**config.mk**
```make
export PLATFORM = sky130hd
export DESIGN_NAME = gfge_divider
export DESIGN_NICKNAME = d
export VERILOG_FILES = /design/src/gfge_divider.sv
export SDC_FILE = /design/constraint.sdc
export NUM_CORES = 1
export LEC_CHECK = 0
export ABC_CLOCK_PERIOD_IN_PS = 2500
export BUFFER_PORTS_ARGS = -buffer_cell sky130_fd_sc_hd__buf_2
export CAP_MARGIN = 20
export CORE_UTILIZATION = 45
export DETAILED_ROUTE_END_ITERATION = 8
export GPL_ROUTABILITY_DRIVEN = 0
export PLACE_DENSITY = 0.73
export SLEW_MARGIN = 30
export SYNTH_ARGS = -nofsm -noshare
export SYNTH_HDL_FRONTEND = slang
export SYNTH_SLANG_ARGS = --single-unit
```
**constraint.sdc**
```tcl
create_clock -name clk -period 2.5 [get_ports clk]
set_input_delay 0.25 -clock clk [delete_from_list [all_inputs] [get_ports clk]]
set_output_delay 0.25 -clock clk [all_outputs]
set_load 0.005 [all_outputs]
```
**src/gfge_divider.sv**
```systemverilog
// Restoring divider: splits a vertex index into row and column.
module gfge_divider
(
    input  logic        clk,
    input  logic        rst_n,
    input  logic        start,
    input  logic [11:0] dividend,
    input  logic [10:0] divisor,
    output logic        busy,
    output logic [11:0] quotient,
    output logic [11:0] remainder
);
    logic [11:0] quo_reg;
    logic [11:0] rem_reg;
    logic [3:0]  cnt_reg;
    logic        busy_reg;
    logic [12:0] trial;

    assign trial = {rem_reg, quo_reg[11]} - {2'd0, divisor};

    always_ff @(posedge clk or negedge rst_n)
    begin
        if (!rst_n)
        begin
            busy_reg <= 1'b0;
            cnt_reg  <= '0;
        end
        else if (start)
        begin
            busy_reg <= 1'b1;
            cnt_reg  <= 4'd11;
        end
        else if (busy_reg)
        begin
            if (cnt_reg == 4'd0)
                busy_reg <= 1'b0;
            cnt_reg <= cnt_reg - 4'd1;
        end
    end

    always_ff @(posedge clk)
    begin
        if (start)
        begin
            quo_reg <= dividend;
            rem_reg <= '0;
        end
        else if (busy_reg)
        begin
            if (!trial[12])
            begin
                rem_reg <= trial[11:0];
                quo_reg <= {quo_reg[10:0], 1'b1};
            end
            else
            begin
                rem_reg <= {rem_reg[10:0], quo_reg[11]};
                quo_reg <= {quo_reg[10:0], 1'b0};
            end
        end
    end

    assign busy      = busy_reg;
    assign quotient  = quo_reg;
    assign remainder = rem_reg;

`ifndef ASSERT_OFF
    a_start_idle: assert property (@(posedge clk) disable iff (!rst_n)
        start |-> !busy_reg) else $error("divider restarted while busy");
    a_run_len: assert property (@(posedge clk) disable iff (!rst_n)
        start |=> busy_reg) else $error("divider did not start");
    a_rem_lt: assert property (@(posedge clk) disable iff (!rst_n)
        $fell(busy_reg) |-> (rem_reg < {1'b0, divisor}))
        else $error("remainder not below divisor");
`endif
endmodule

```
==> flow_metrics.tcl <==
set metrics [dict create \
    outcome "finished clean" \
    finalCoreUtilization 0.600 \
    cellLeakagePower_nw 1.13 \
    ir_drop_mv 0.482 \
    cp_slowest_cell "sky130_fd_sc_hd__edfxtp_1" \
    slew_headroom 0.618 \
    critPathRequiredTime_ps 2690 \
    num_antenna_cells 0 \
    synth.cell_area_sq_um 1900 \
    worstSetupPathType "reg -> reg" \
    share_of_the_yosys_chip_area_belonging_to_registers 0.383 \
    critical_path.startpoint_type "register" \
    wl_per_cell_microns 13.0 \
    grt_setup_unrepaired "true" \
    cts.path.max_buffers 2 \
    tritoncts "yes" \
    fin_skew_ps 6.84 \
    top_level_ports 51 \
    ys_ff_latch 29 \
    min_period_ps 2440 \
    synth_area_per_cell_sq_um 9.29 \
    grt_start_max_net_pins 30 \
    synth_cells 204 \
    nNetsFinal 305 \
    initialDrtViolationCount 73 \
    initial_core_util 0.470 \
    grt_first_pass_wirelength_mm 6.56 \
    global_route.usage.total 0.197 \
    detail_route.drc_violations 0 \
    drt_pass1_iterations 4 \
    routed-via-count 1679 \
    worst_skew_pair.late_latency_ps 280 \
    grt_pass1_vias 1511 \
    placement.io_buffers 50 \
    worst-slew-pin-transition_ps 573 \
    worst_hold_path_type "in -> reg" \
    hpwlAfterDp_mm 2.98 \
    path_buf_inv 1 \
    max_stage_delay_ps 350 \
    synth_flop_cell "sky130_fd_sc_hd__edfxtp_1" \
    die_area_sq_um 4480 \
    total_power_mw 2.61 \
    timing.max_cap.violations 0 \
    num_rows 23 \
    die_height_microns 66.9 \
    vias_per_cell 5.30 \
    edff_count_synth 12 \
    final_antenna_net_count 0 \
    core_area_sq_um 4030 \
    power.density_nw_per_um2 1080 \
    layout.cells.most_common "sky130_fd_sc_hd__buf_2" \
    layout_cells_sized_above_1 0.348 \
    cts_max_level 2 \
    syn_nets 243 \
    final-hold-violation-count 0 \
    timing.final.setup_violations 0 \
    die-width_microns 66.9 \
    fillers 368 \
    root_buffer "sky130_fd_sc_hd__clkbuf_8" \
    asyncSetResetFlopFracSynth 0.172 \
    timing.critical_path.cells "inv_1 -> ha_2 -> fa_2 -> nand2b_4 -> a21o_1 -> a21oi_2 -> a41o_4 -> xnor2_4 -> nand3_1 -> a311oi_2" \
    cts.reportedPaths.clkPinSlew_ps 60 \
    fmax_ghz 0.410 \
    detail_route.wirelength_mm 4.13 \
    antenna_found_initial 0 \
    slew_violations 0 \
    area_growth_syn_to_layout_pct 27.6 \
    worstPathMaxFanout 8 \
    cts-buffers-inserted 5 \
    synth.distinct_cells 38 \
    critical_path_arrival_ps 2630 \
    ys.warnings.count 0 \
    critical-path-top-delay-family "compound AO/OA/AOI/OAI gates" \
    layout_worst_path_cycle_share 0.975 \
    most_used_cells_in_the_layout_excluding_fill_and_tap_cells "sky130_fd_sc_hd__buf_2, sky130_fd_sc_hd__nand2_1, sky130_fd_sc_hd__inv_1" \
    aggregate_global_routing_overflow 0 \
    clkSinkCount 29 \
    timing.critical_path.to_type "register" \
]
-- cell usage after synthesis (4+ instances only) --
| master | count | area [sq um] |
|---|---|---|
| sky130_fd_sc_hd__a21o_1 | 4 | 30.0 |
| sky130_fd_sc_hd__a21oi_1 | 13 | 65.1 |
| sky130_fd_sc_hd__a311oi_1 | 6 | 52.6 |
| sky130_fd_sc_hd__clkbuf_1 | 6 | 22.5 |
| sky130_fd_sc_hd__dfrtp_1 | 5 | 125 |
| sky130_fd_sc_hd__dfxtp_1 | 12 | 240 |
| sky130_fd_sc_hd__edfxtp_1 | 12 | 360 |
| sky130_fd_sc_hd__ha_1 | 12 | 150 |
| sky130_fd_sc_hd__inv_1 | 19 | 71.3 |
| sky130_fd_sc_hd__mux2_2 | 12 | 135 |
| sky130_fd_sc_hd__nand2_1 | 23 | 86.3 |
| sky130_fd_sc_hd__nand2b_1 | 12 | 75.1 |
| sky130_fd_sc_hd__nand3_1 | 4 | 20.0 |
| sky130_fd_sc_hd__nor2_1 | 15 | 56.3 |
| sky130_fd_sc_hd__o21ai_0 | 9 | 45.0 |
| sky130_fd_sc_hd__xnor2_1 | 7 | 61.3 |
-- per-stage QoR --
step	cell area (sq um)	cells	hold WS, ps	setup WS (ps)	TNS (ps)
finish	2420	317	268	61.4	0
global route	2420	317	272	-38.3	-170
CTS	2390	316	262	42.2	0
detailed placement	2260	307	69.1	-19.8	-34.9
global placement	2260	307	71.2	34.1	0
floorplan	1900	204	-45.6	32.5	0
-- what timing repair did --
action | 4_1_cts | 5_1_grt
endpoints found under the setup margin | 3 | 8
pin swaps | 2 | 5
setup buffers | 0 | 1
hold buffers | 1 | 0
resized for setup | 4 | 7
hold endpoints to repair | 5 | 0
-- path summary, 6_finish.rpt --
| check | start | endpoint | slack, ps | cells after the start |
|---|---|---|---|---|
| worst max-delay path | quotient[11] | remainder[2] | 60 | 10 |
| worst min-delay path | dividend[0] | quotient[0] | 270 | 3 |
| worst max register to register | quotient[11] | remainder[2] | 60 | 10 |
| worst min register to register | remainder[8] | remainder[8] | 510 | 2 |
| max in group asynchronous | rst_n | cnt_reg[0] | 2070 | 2 |
| min in group asynchronous | rst_n | cnt_reg[3] | 300 | 2 |
-- metal layers --
layer	wire length (microns)	up-vias	part of all wire	track usage
met1	1900	771	0.46	0.262
met5	0	-	0	0
met2	1970	53	0.48	0.313
li1	-	851	-	-
met3	222	4	0.054	0.0411
met4	32	0	0.0078	0.0665
-- power breakdown --
group	total [mW]	leakage (nW)	internal (mW)	switching, mW
clock network	0.373	0.0450	0.192	0.181
registers	0.749	0.279	0.628	0.121
logic	1.48	0.804	0.735	0.748
-- cells by family (layout without fill, tap and decap cells) --
group	count (synthesis)	after routing	share of synthesized area
simple gates	60	60	0.146
flops	29	29	0.383
fa+ha+maj	13	13	0.0898
xor+xnor	11	11	0.0587
buf+inv	27	90	0.0535
compound gates	49	49	0.182
mux	15	15	0.0871
-- cell type report --
type	instances	area (sq um)	area share
inverter	20	75.1	0.0310
tap	50	62.6	0.0259
timing repair buffer	62	343	0.142
clock inverter	2	10.0	0.00414
clock buffer	6	72.6	0.0300
sequential	29	727	0.301
multi-input combinational	148	1130	0.467
-- tightest hold or removal path, stage by stage --
cell	delay (ps)
sky130_fd_sc_hd__buf_2	70
sky130_fd_sc_hd__nand2_1	40
sky130_fd_sc_hd__o21ai_0	60
No activity file was read; power rests on OpenSTA's default activity.
